## src/rtl/core/lfu_pkg.sv

```systemverilog
// Shared types and constants for the LFU cache lookup and update unit.
package lfu_pkg;

	localparam int CFG_W = 5;

	typedef logic [31:0] key_t;
	typedef logic [31:0] data_t;
	typedef logic [31:0] count_t;
	typedef logic [CFG_W-1:0] cfg_t;

	localparam logic CMD_GET = 1'b0;
	localparam logic CMD_PUT = 1'b1;

	localparam cfg_t   CFG_RESET = cfg_t'(16);
	localparam count_t COUNT_ONE = count_t'(1);
	localparam count_t COUNT_MAX = '1;

	// Write enables towards the entry store.
	typedef struct packed {
		logic key_we;
		logic data_we;
		logic count_we;
		logic rank_we;
		logic set_valid;
	} store_ctl_t;

	// Flags from the shared compare unit.
	typedef struct packed {
		logic key_eq;
		logic count_lt;
		logic count_eq;
		logic rank_gt;
		logic bump;
	} cmp_t;

endpackage

```

## src/rtl/core/lfu_if.sv

```systemverilog
// Request and response channel interfaces of the LFU cache unit.
interface lfu_req_if import lfu_pkg::*; ();
	logic  valid;
	logic  ready;
	logic  command;
	key_t  key;
	data_t value_in;

	modport source(output valid, command, key, value_in, input ready);
	modport sink(input valid, command, key, value_in, output ready);
endinterface

interface lfu_rsp_if import lfu_pkg::*; ();
	logic  valid;
	logic  ready;
	logic  hit;
	data_t value_out;
	logic  evicted;
	key_t  evicted_key;

	modport source(output valid, hit, value_out, evicted, evicted_key, input ready);
	modport sink(input valid, hit, value_out, evicted, evicted_key, output ready);
endinterface

```

## src/rtl/core/lfu_store.sv

```systemverilog
// Entry store: valid flops plus key, data, count and rank memories.
module lfu_store import lfu_pkg::*; #(
	parameter int DEPTH = 16,
	parameter int IDX_W = 4
) (
	input  logic             clk,
	input  logic             arst_n,
	input  store_ctl_t       ctl,
	input  logic [IDX_W-1:0] rd_idx,
	input  logic [IDX_W-1:0] wr_idx,
	input  key_t             wr_key,
	input  data_t            wr_data,
	input  count_t           wr_count,
	input  logic [IDX_W-1:0] wr_rank,
	output logic             rd_valid,
	output key_t             rd_key,
	output data_t            rd_data,
	output count_t           rd_count,
	output logic [IDX_W-1:0] rd_rank
);

	logic [DEPTH-1:0] valid_q;
	key_t             key_mem   [DEPTH];
	data_t            data_mem  [DEPTH];
	count_t           count_mem [DEPTH];
	logic [IDX_W-1:0] rank_mem  [DEPTH];

	always_ff @(posedge clk or negedge arst_n) begin
		if (!arst_n) begin
			valid_q  <= '0;
			rd_valid <= 1'b0;
		end else begin
			if (ctl.set_valid)
				valid_q[wr_idx] <= 1'b1;
			rd_valid <= valid_q[rd_idx];
		end
	end

	always_ff @(posedge clk) begin
		if (ctl.key_we)
			key_mem[wr_idx] <= wr_key;
		if (ctl.data_we)
			data_mem[wr_idx] <= wr_data;
		if (ctl.count_we)
			count_mem[wr_idx] <= wr_count;
		if (ctl.rank_we)
			rank_mem[wr_idx] <= wr_rank;
		rd_key   <= key_mem[rd_idx];
		rd_data  <= data_mem[rd_idx];
		rd_count <= count_mem[rd_idx];
		rd_rank  <= rank_mem[rd_idx];
	end

endmodule

```

## src/rtl/core/lfu_cmp.sv

```systemverilog
// Shared compare and increment unit used by both passes over the store.
module lfu_cmp import lfu_pkg::*; #(
	parameter int RANK_W = 4
) (
	input  key_t              key_a,
	input  key_t              key_b,
	input  count_t            count_a,
	input  count_t            count_b,
	input  logic [RANK_W-1:0] rank_a,
	input  logic [RANK_W-1:0] rank_b,
	input  logic              all_inc,
	output cmp_t              flags,
	output logic [RANK_W-1:0] rank_inc,
	output count_t            count_inc
);

	always_comb begin
		flags.key_eq   = (key_a == key_b);
		flags.count_lt = (count_a < count_b);
		flags.count_eq = (count_a == count_b);
		flags.rank_gt  = (rank_a > rank_b);
		// age every entry newer than the reference, or all of them on a plain insert
		flags.bump     = all_inc || (rank_a < rank_b);
		rank_inc       = rank_a + RANK_W'(1);
		count_inc      = (count_b == COUNT_MAX) ? COUNT_MAX : count_b + COUNT_ONE;
	end

endmodule

```

## src/rtl/core/lfu_cache_lookup_update_unit.sv

```systemverilog
// A request walks the entry memories through the read port in a scan pass, then a decide
// step, then a rank pass that a get miss skips, and then waits in the done state until
// the response register is free. One request is in flight at a time, set by the single
// read port of the entry memories, walked once to scan and once to re-rank.
// Reset clears valid bits, occupancy, sequencer and response; capacity returns to 16.
// The entry memories are not cleared: an invalid entry is never used.
module lfu_cache_lookup_update_unit import lfu_pkg::*; #(
	parameter int CAPACITY = 16
) (
	input  logic        clk,
	input  logic        arst_n,
	input  logic        cfg_we,
	input  cfg_t        cfg_wdata,
	lfu_req_if.sink     req,
	lfu_rsp_if.source   rsp
);

	localparam int IDX_W = (CAPACITY > 1) ? $clog2(CAPACITY) : 1;
	localparam int OCC_W = $clog2(CAPACITY + 1);
	localparam int CMP_W = (OCC_W > CFG_W) ? OCC_W : CFG_W;
	localparam logic [IDX_W-1:0] LAST = IDX_W'(CAPACITY - 1);

	typedef enum logic [4:0] {
		S_IDLE   = 5'b00001,
		S_SCAN   = 5'b00010,
		S_DECIDE = 5'b00100,
		S_RANK   = 5'b01000,
		S_DONE   = 5'b10000
	} state_t;

	state_t           state_q;
	cfg_t             cap_q;
	logic [OCC_W-1:0] occ_q;
	logic             issue_q;
	logic [IDX_W-1:0] ra_q;
	logic             val_s1;
	logic [IDX_W-1:0] idx_s1;
	logic             found_q, free_q, have_v_q, all_inc_q, rsp_valid_q;

	logic             cmd_q;
	key_t             key_q;
	data_t            val_q;
	logic [IDX_W-1:0] tgt_q, free_idx_q, v_idx_q;
	logic [IDX_W-1:0] tgt_rank_q, v_rank_q;
	count_t           tgt_count_q, v_count_q;
	data_t            get_data_q;
	key_t             v_key_q;
	logic             res_hit_q, res_ev_q;
	data_t            res_vout_q;
	key_t             res_evkey_q;
	logic             out_hit_q, out_ev_q;
	data_t            out_vout_q;
	key_t             out_evkey_q;

	store_ctl_t       ctl;
	logic [IDX_W-1:0] wr_idx, wr_rank;
	count_t           wr_count;
	logic             rd_valid;
	key_t             rd_key;
	data_t            rd_data;
	count_t           rd_count;
	logic [IDX_W-1:0] rd_rank;

	cmp_t             flags;
	logic [IDX_W-1:0] rank_inc, rank_ref;
	count_t           count_inc, count_ref;

	logic [CMP_W-1:0] cap_ext, cap_eff;
	logic             scan_end, better, ins, evict, load_rsp;
	logic [IDX_W-1:0] tgt_d;

	lfu_store #(
		.DEPTH (CAPACITY),
		.IDX_W (IDX_W)
	) u_store (
		.clk      (clk),
		.arst_n   (arst_n),
		.ctl      (ctl),
		.rd_idx   (ra_q),
		.wr_idx   (wr_idx),
		.wr_key   (key_q),
		.wr_data  (val_q),
		.wr_count (wr_count),
		.wr_rank  (wr_rank),
		.rd_valid (rd_valid),
		.rd_key   (rd_key),
		.rd_data  (rd_data),
		.rd_count (rd_count),
		.rd_rank  (rd_rank)
	);

	assign rank_ref  = (state_q == S_RANK) ? tgt_rank_q : v_rank_q;
	assign count_ref = (state_q == S_DECIDE) ? tgt_count_q : v_count_q;

	lfu_cmp #(
		.RANK_W (IDX_W)
	) u_cmp (
		.key_a     (rd_key),
		.key_b     (key_q),
		.count_a   (rd_count),
		.count_b   (count_ref),
		.rank_a    (rd_rank),
		.rank_b    (rank_ref),
		.all_inc   (all_inc_q),
		.flags     (flags),
		.rank_inc  (rank_inc),
		.count_inc (count_inc)
	);

	always_comb begin
		cap_ext = CMP_W'(cap_q);
		if (cap_q == '0)
			cap_eff = CMP_W'(1);
		else if (cap_ext > CMP_W'(CAPACITY))
			cap_eff = CMP_W'(CAPACITY);
		else
			cap_eff = cap_ext;
	end

	assign scan_end = val_s1 && (idx_s1 == LAST);
	assign better   = !have_v_q || flags.count_lt || (flags.count_eq && flags.rank_gt);
	assign ins      = !found_q && (cmd_q == CMD_PUT);
	assign evict    = ins && ((CMP_W'(occ_q) >= cap_eff) || !free_q);
	assign tgt_d    = found_q ? tgt_q : (evict ? v_idx_q : free_idx_q);
	assign load_rsp = (state_q == S_DONE) && (!rsp_valid_q || rsp.ready);

	// Target entry is written during the decide cycle; the rank pass then skips it.
	always_comb begin
		ctl      = '0;
		wr_idx   = idx_s1;
		wr_rank  = rank_inc;
		wr_count = found_q ? count_inc : COUNT_ONE;
		case (state_q)
			S_DECIDE: begin
				wr_idx        = tgt_d;
				wr_rank       = '0;
				ctl.key_we    = ins;
				ctl.data_we   = found_q ? (cmd_q == CMD_PUT) : ins;
				ctl.count_we  = found_q || ins;
				ctl.rank_we   = found_q || ins;
				ctl.set_valid = ins;
			end
			S_RANK: begin
				ctl.rank_we = val_s1 && rd_valid && (idx_s1 != tgt_q) && flags.bump;
			end
			default: begin
				ctl = '0;
			end
		endcase
	end

	always_ff @(posedge clk or negedge arst_n) begin
		if (!arst_n) begin
			state_q     <= S_IDLE;
			cap_q       <= CFG_RESET;
			occ_q       <= '0;
			issue_q     <= 1'b0;
			ra_q        <= '0;
			val_s1      <= 1'b0;
			idx_s1      <= '0;
			found_q     <= 1'b0;
			free_q      <= 1'b0;
			have_v_q    <= 1'b0;
			all_inc_q   <= 1'b0;
			rsp_valid_q <= 1'b0;
		end else begin
			if (cfg_we)
				cap_q <= cfg_wdata;

			// walk the read port one entry a cycle
			if (issue_q) begin
				val_s1 <= 1'b1;
				idx_s1 <= ra_q;
				if (ra_q == LAST)
					issue_q <= 1'b0;
				else
					ra_q <= ra_q + IDX_W'(1);
			end else begin
				val_s1 <= 1'b0;
			end

			if (load_rsp)
				rsp_valid_q <= 1'b1;
			else if (rsp.ready)
				rsp_valid_q <= 1'b0;

			case (state_q)
				S_IDLE: begin
					if (req.valid) begin
						state_q  <= S_SCAN;
						issue_q  <= 1'b1;
						ra_q     <= '0;
						found_q  <= 1'b0;
						free_q   <= 1'b0;
						have_v_q <= 1'b0;
					end
				end
				S_SCAN: begin
					if (val_s1) begin
						if (rd_valid && flags.key_eq)
							found_q <= 1'b1;
						if (!rd_valid)
							free_q <= 1'b1;
						if (rd_valid && better)
							have_v_q <= 1'b1;
					end
					if (scan_end)
						state_q <= S_DECIDE;
				end
				S_DECIDE: begin
					all_inc_q <= ins && !evict;
					if (ins && !evict)
						occ_q <= occ_q + OCC_W'(1);
					if (found_q || ins) begin
						state_q <= S_RANK;
						issue_q <= 1'b1;
						ra_q    <= '0;
					end else begin
						state_q <= S_DONE;
					end
				end
				S_RANK: begin
					if (scan_end)
						state_q <= S_DONE;
				end
				S_DONE: begin
					if (load_rsp)
						state_q <= S_IDLE;
				end
				default: begin
					state_q <= S_IDLE;
				end
			endcase
		end
	end

	always_ff @(posedge clk) begin
		if ((state_q == S_IDLE) && req.valid) begin
			cmd_q <= req.command;
			key_q <= req.key;
			val_q <= req.value_in;
		end
		if ((state_q == S_SCAN) && val_s1) begin
			// first matching entry only
			if (rd_valid && flags.key_eq && !found_q) begin
				tgt_q       <= idx_s1;
				tgt_rank_q  <= rd_rank;
				tgt_count_q <= rd_count;
				get_data_q  <= rd_data;
			end
			if (!rd_valid && !free_q)
				free_idx_q <= idx_s1;
			if (rd_valid && better) begin
				v_idx_q   <= idx_s1;
				v_rank_q  <= rd_rank;
				v_count_q <= rd_count;
				v_key_q   <= rd_key;
			end
		end
		if (state_q == S_DECIDE) begin
			tgt_q <= tgt_d;
			if (!found_q)
				tgt_rank_q <= v_rank_q;
			res_hit_q   <= found_q;
			res_vout_q  <= (found_q && (cmd_q == CMD_GET)) ? get_data_q : '0;
			res_ev_q    <= evict;
			res_evkey_q <= evict ? v_key_q : '0;
		end
		if (load_rsp) begin
			out_hit_q   <= res_hit_q;
			out_vout_q  <= res_vout_q;
			out_ev_q    <= res_ev_q;
			out_evkey_q <= res_evkey_q;
		end
	end

	assign req.ready       = (state_q == S_IDLE);
	assign rsp.valid       = rsp_valid_q;
	assign rsp.hit         = out_hit_q;
	assign rsp.value_out   = out_vout_q;
	assign rsp.evicted     = out_ev_q;
	assign rsp.evicted_key = out_evkey_q;

endmodule

```

## src/flat_wrapper.sv

```systemverilog
// flat-port wrapper written by rule: the top's interface ports become plain ports
module lfu_cache_lookup_update_unit_flat import lfu_pkg::*;
#(
	parameter int CAPACITY = 16
)
  (clk, arst_n, cfg_we, cfg_wdata, req_valid, req_command, req_key, req_value_in, req_ready, rsp_valid, rsp_hit, rsp_value_out, rsp_evicted, rsp_evicted_key, rsp_ready);
  lfu_req_if req_i ();
  lfu_rsp_if rsp_i ();
  input  logic clk;
  input  logic arst_n;
  input  logic cfg_we;
  input  cfg_t cfg_wdata;
  input wire logic [$bits(req_i.valid)-1:0] req_valid;
  input wire logic [$bits(req_i.command)-1:0] req_command;
  input wire logic [$bits(req_i.key)-1:0] req_key;
  input wire logic [$bits(req_i.value_in)-1:0] req_value_in;
  output wire logic [$bits(req_i.ready)-1:0] req_ready;
  output wire logic [$bits(rsp_i.valid)-1:0] rsp_valid;
  output wire logic [$bits(rsp_i.hit)-1:0] rsp_hit;
  output wire logic [$bits(rsp_i.value_out)-1:0] rsp_value_out;
  output wire logic [$bits(rsp_i.evicted)-1:0] rsp_evicted;
  output wire logic [$bits(rsp_i.evicted_key)-1:0] rsp_evicted_key;
  input wire logic [$bits(rsp_i.ready)-1:0] rsp_ready;
  assign req_i.valid = req_valid;
  assign req_i.command = req_command;
  assign req_i.key = req_key;
  assign req_i.value_in = req_value_in;
  assign req_ready = req_i.ready;
  assign rsp_valid = rsp_i.valid;
  assign rsp_hit = rsp_i.hit;
  assign rsp_value_out = rsp_i.value_out;
  assign rsp_evicted = rsp_i.evicted;
  assign rsp_evicted_key = rsp_i.evicted_key;
  assign rsp_i.ready = rsp_ready;
  lfu_cache_lookup_update_unit #(.CAPACITY(CAPACITY)) u_core (.clk(clk), .arst_n(arst_n), .cfg_we(cfg_we), .cfg_wdata(cfg_wdata), .req(req_i), .rsp(rsp_i));
endmodule
```

## config.mk

```make
export PLATFORM = sky130hd
export DESIGN_NAME = lfu_cache_lookup_update_unit_flat
export DESIGN_NICKNAME = d
export VERILOG_FILES = /design/src/rtl/core/lfu_pkg.sv /design/src/rtl/core/lfu_if.sv /design/src/rtl/core/lfu_store.sv /design/src/rtl/core/lfu_cmp.sv /design/src/rtl/core/lfu_cache_lookup_update_unit.sv /design/src/flat_wrapper.sv
export SDC_FILE = /design/constraint.sdc
export NUM_CORES = 2
export LEC_CHECK = 0
export BUFFER_PORTS_ARGS = -buffer_cell sky130_fd_sc_hd__buf_2
export CELL_PAD_IN_SITES_DETAIL_PLACEMENT = 0
export CELL_PAD_IN_SITES_GLOBAL_PLACEMENT = 1
export CORE_MARGIN = 2
export CORE_UTILIZATION = 49
export CTS_CLUSTER_SIZE = 14
export DETAILED_ROUTE_END_ITERATION = 10
export MAX_ROUTING_LAYER = met4
export PLACE_DENSITY_LB_ADDON = 0.1
export SLEW_MARGIN = 40
export SYNTH_ARGS = -nofsm -noshare
export SYNTH_HDL_FRONTEND = slang
export SYNTH_SLANG_ARGS = --single-unit
```

## constraint.sdc

```tcl
create_clock -name clk -period 6.3 [get_ports clk]
set_input_delay 1.26 -clock clk [delete_from_list [all_inputs] [get_ports clk]]
set_output_delay 1.26 -clock clk [all_outputs]
set_load 0.02 [all_outputs]
```

==> metrics.md <==
| Metric | Value |
|---|---|
| Mapped Cells | `~4200` |
| H-tree Lvls | `4` |
| Clock transition at path regs | `0.06 ns` |
| Fin. Hold Viols | `0` |
| Core area | `0.161 mm2` |
| DP HPWL | `~120000 um` |
| Min Hold Slack | `0.395 ns` |
| Max Freq | `about 0.21 GHz` |
| Starting Density | `between 40 and 50%` |
| Reg2Reg Depth | `12` |
| Largest net degree at the start of global routing | `~130` |
| Minimum clock period | `4.74 ns` |
| Nets | `about 4600` |
| Post-route clock period utilization | `roughly three quarters` |
| First-pass GRT wire length | `approximately 280000 um` |
| Commonest register cell after synthesis | `edfxtp_1` |
| Worst relative slew slack | `38.7%` |
| Unrepaired setup endpoints after global routing | `no` |
| Critical path class | `reg -> reg` |
| FF-to-FF setup slack | `roughly 1.6 ns` |
| Syn Std Cell Area | `between 0.07 and 0.08 mm2` |
| Gpl congestion | `between 0.8 and 0.9` |
| Min-delay src | `u_core.u_store.rd_data[28]` |
| Hold path endpoint | `u_core.get_data_q[28]` |
| I/O Buffers | `around 140` |
| Worst min-delay path category | `reg -> reg` |
| CP required | `approximately 6.8 ns` |
| Fin Setup TNS | `0 ns` |
| Reg2reg end | `u_core.v_key_q[3]` |
| Family with the most delay on the worst path | `simple AND/OR/NAND/NOR gates` |
| Hold Crit Depth | `0` |
| Crit path DAT | `about 5.3 ns` |
| Final setup vio count | `0` |
| GRT overflow | `0` |
| 1st-pass router iterations | `6` |
| Post-synth EDFFs | `a little under 2000` |
| Die area | `0.165 mm2` |
| CTS tree | `yes` |
| Seq cells post-synth | `~2100` |
| Die Ht | `slightly above 400 um` |
| CP Launch Type | `register` |
| Fraction of layout cells with a size suffix above 1 | `20.9%` |
| CP Capture Type | `register` |
| Cell Pwr Density | `about 420 mW/mm2` |
| Synth cell types | `between 80 and 90` |
| Vias | `40200` |
| Buffer depth of the longest clock path | `3` |
| Synthesized Nets | `4340` |
| Worst-margin pin slew | `approximately 0.92 ns` |
| Skew final | `~0.036 ns` |
| Worst r2r src | `u_core.state_q[4]` |
| Worst path slowest cell | `a32o_4` |
| Root Driver | `clkbuf_16` |
| Vias in the first global route | `roughly 40000` |
| Leak pwr | `around 30 nW` |
| Area Growth Syn to Fin | `14.8%` |
| Vias/cell | `~5.9` |
| Antenna Nets Post-Route | `0` |
| Synthesized area per cell | `roughly 19 um2` |
| Hold-fix buffers, CTS | `0` |
| Initial antenna violation count | `9` |
| Worst-skew pair later-pin latency | `roughly 0.84 ns` |
| Max_cap viols | `0` |
| Number of buffers created by CTS | `208` |
| CP cell instances | `nor3_4, nand2_2, inv_6, mux2i_1, ha_1, and4_1, nand4_1, nor4_1, nand4_1, o31ai_1, a32o_4, buf_12` |
| Seq/Total Area, Yosys | `~77%` |
| Total track usage | `between 20% and 30%` |
| WP buf/inv | `2` |
| Top Ports | `between 100 and 150` |
| Async S/R FF share, synth | `around 2.2%` |
| Warnings, synthesis | `0` |
| Setup repair bufs after CTS | `0` |
| # resized after CTS | `0` |
| Most frequent CP cell | `nand4_1` |
| Fin. max-slew vios | `0` |
| Clock sinks | `approximately 2100` |
| CP max stage delay | `between 0.6 and 0.7 ns` |
| VDD IR-drop max | `around 0.36 mV` |
| Die W | `between 400 and 500 um` |
| DR DRC count | `0` |
| Status | `finished clean` |
| DRT iter0 DRCs | `3903` |
| Routed len/inst | `~28 um` |
| Cell Rows | `147` |
| Crit path max fanout | `43` |
| Final wirelength | `roughly 190000 um` |
[stage by stage]
step / util (%) / setup WS, ns / power [mW] / instances / instance area (um2)
3_5_place_dp: 52.4 / 1.56 / 26.5 / 6462 / 84300
4_1_cts: 56.7 / 1.55 / 38.8 / 6857 / 91200
5_1_grt: 56.7 / 1.16 / 40.0 / 6861 / 91300
3_3_place_gp: 51.9 / 1.61 / 26.4 / 6431 / 83600
6_report: 56.7 / 1.56 / 38.5 / 6863 / 91300
2_1_floorplan: - / 0.0867 / 22.9 / 4221 / 79500
[registers in the layout, summed over array words and instances, names as in the netlist, 5 cells and up]
name                      cells
u_core.u_store.key_mem      512
u_core.tgt_count_q           32
u_core.rsp.value_out         32
u_core.u_store.count_mem    512
u_core.v_count_q             32
u_core.res_evkey_q           32
u_core.u_store.rd_data       32
u_core.state_q                5
u_core.u_store.rank_mem      64
u_core.occ_q                  5
u_core.u_store.rd_key        32
u_core.key_q                 32
u_core.res_vout_q            32
u_core.u_store.valid_q       16
u_core.val_q                 32
u_core.cap_ext                5
u_core.u_store.rd_count      32
u_core.v_key_q               32
u_core.rsp.evicted_key       32
u_core.get_data_q            32
u_core.u_store.data_mem     512
[how the worst max path moves through the flow]
stage / startpoint / endpoint / slack (ns) / cells after the start
finish: u_core.state_q[4] / u_core.v_key_q[3] / 1.56 / 12
global route: u_core.state_q[1] / u_core.v_key_q[2] / 1.16 / 12
CTS: u_core.state_q[1] / u_core.v_key_q[1] / 1.55 / 12
detailed placement: u_core.state_q[4] / u_core.v_key_q[2] / 1.56 / 12
global placement: u_core.cap_ext[3] / u_core.u_store.count_mem[4][19] / 1.61 / 11
floorplan: u_core.state_q[4] / u_core.v_count_q[0] / 0.09 / 12
[cells in the final DEF, fill, tap and decap left out, drive strengths merged, types with 10 or more instances in the layout]
cell    netlist  routed
dfrtp        45      45
nand3        24      24
o21ai       192     192
o21a         15      15
and2         67      67
a31oi        10      10
a211oi       11      11
edfxtp     1941    1941
clkinv        2      74
mux2i       365     365
mux2         85      85
dfxtp       104     104
or3          12      12
and3         12      12
xnor2        16      16
nor3         36      36
nor2        107     107
mux4        202     202
buf          68     284
o21bai       19      19
inv          18      29
nand4        26      26
nand2b       10      10
a221oi      132     132
clkbuf      133     291
a22oi       101     101
bufinv        0      17
nand2       161     161
nor4         24      24
ha           44      44
xor2         48      48
a21oi       109     109
[per-layer routing]
layer,GRT usage [%],up-vias,wire (um)
li1,-,17700,-
met1,35.4,21000,88600
met2,36.9,1198,91400
met3,3.55,253,10900
met4,5.40,0,3710
met5,-,-,0
[where the power goes]
part	switching (mW)	leakage, nW	internal (mW)
Clock	5.21	3.38	7.16
Combinational	5.22	7.85	3.26
Sequential	1.14	19.2	16.5
[cell usage after synthesis (all sizes together), types with 4 or more instances]
| cell | instances | area (um2) |
|---|---|---|
| a211oi | 11 | 87.6 |
| a21o | 7 | 52.6 |
| a21oi | 109 | 549 |
| a221oi | 132 | 1160 |
| a22oi | 101 | 758 |
| a31oi | 10 | 68.8 |
| and2 | 67 | 419 |
| and3 | 12 | 75.1 |
| and4 | 5 | 43.8 |
| buf | 68 | 288 |
| clkbuf | 133 | 499 |
| dfrtp | 45 | 1130 |
| dfxtp | 104 | 2080 |
| edfxtp | 1941 | 58300 |
| ha | 44 | 551 |
| inv | 18 | 67.6 |
| mux2 | 85 | 961 |
| mux2i | 365 | 3650 |
| mux4 | 202 | 4550 |
| nand2 | 161 | 604 |
| nand2b | 10 | 62.6 |
| nand3 | 24 | 120 |
| nand4 | 26 | 163 |
| nor2 | 107 | 402 |
| nor2b | 9 | 58.8 |
| nor3 | 36 | 213 |
| nor4 | 24 | 169 |
| o2111ai | 4 | 35.0 |
| o211ai | 8 | 65.1 |
| o21a | 15 | 113 |
| o21ai | 192 | 961 |
| o21bai | 19 | 143 |
| or3 | 12 | 80.1 |
| xnor2 | 16 | 140 |
| xor2 | 48 | 420 |
[cell type report]
type	instances	area (um2)
fill	12100	69600
sequential	2092	61600
multi-input combinational	1908	17600
clock buffer	291	5810
tap	2160	2700
timing repair buffer	284	2410
clock inverter	104	1100
inverter	20	82.6
antenna	4	10.0
[cells by family after synthesis]
group                    after synthesis  share of synthesized area, %
XOR/XNOR                              64                         0.705
AO/OA/AOI/OAI                        639                          5.38
adder cells (fa/ha/maj)               45                         0.705
multiplexers                         652                          11.5
buffers and inverters                221                          1.08
AND/OR/NAND/NOR                      508                          3.19
flip-flops                          2092                          77.4
(Power assumes the default switching activity.)
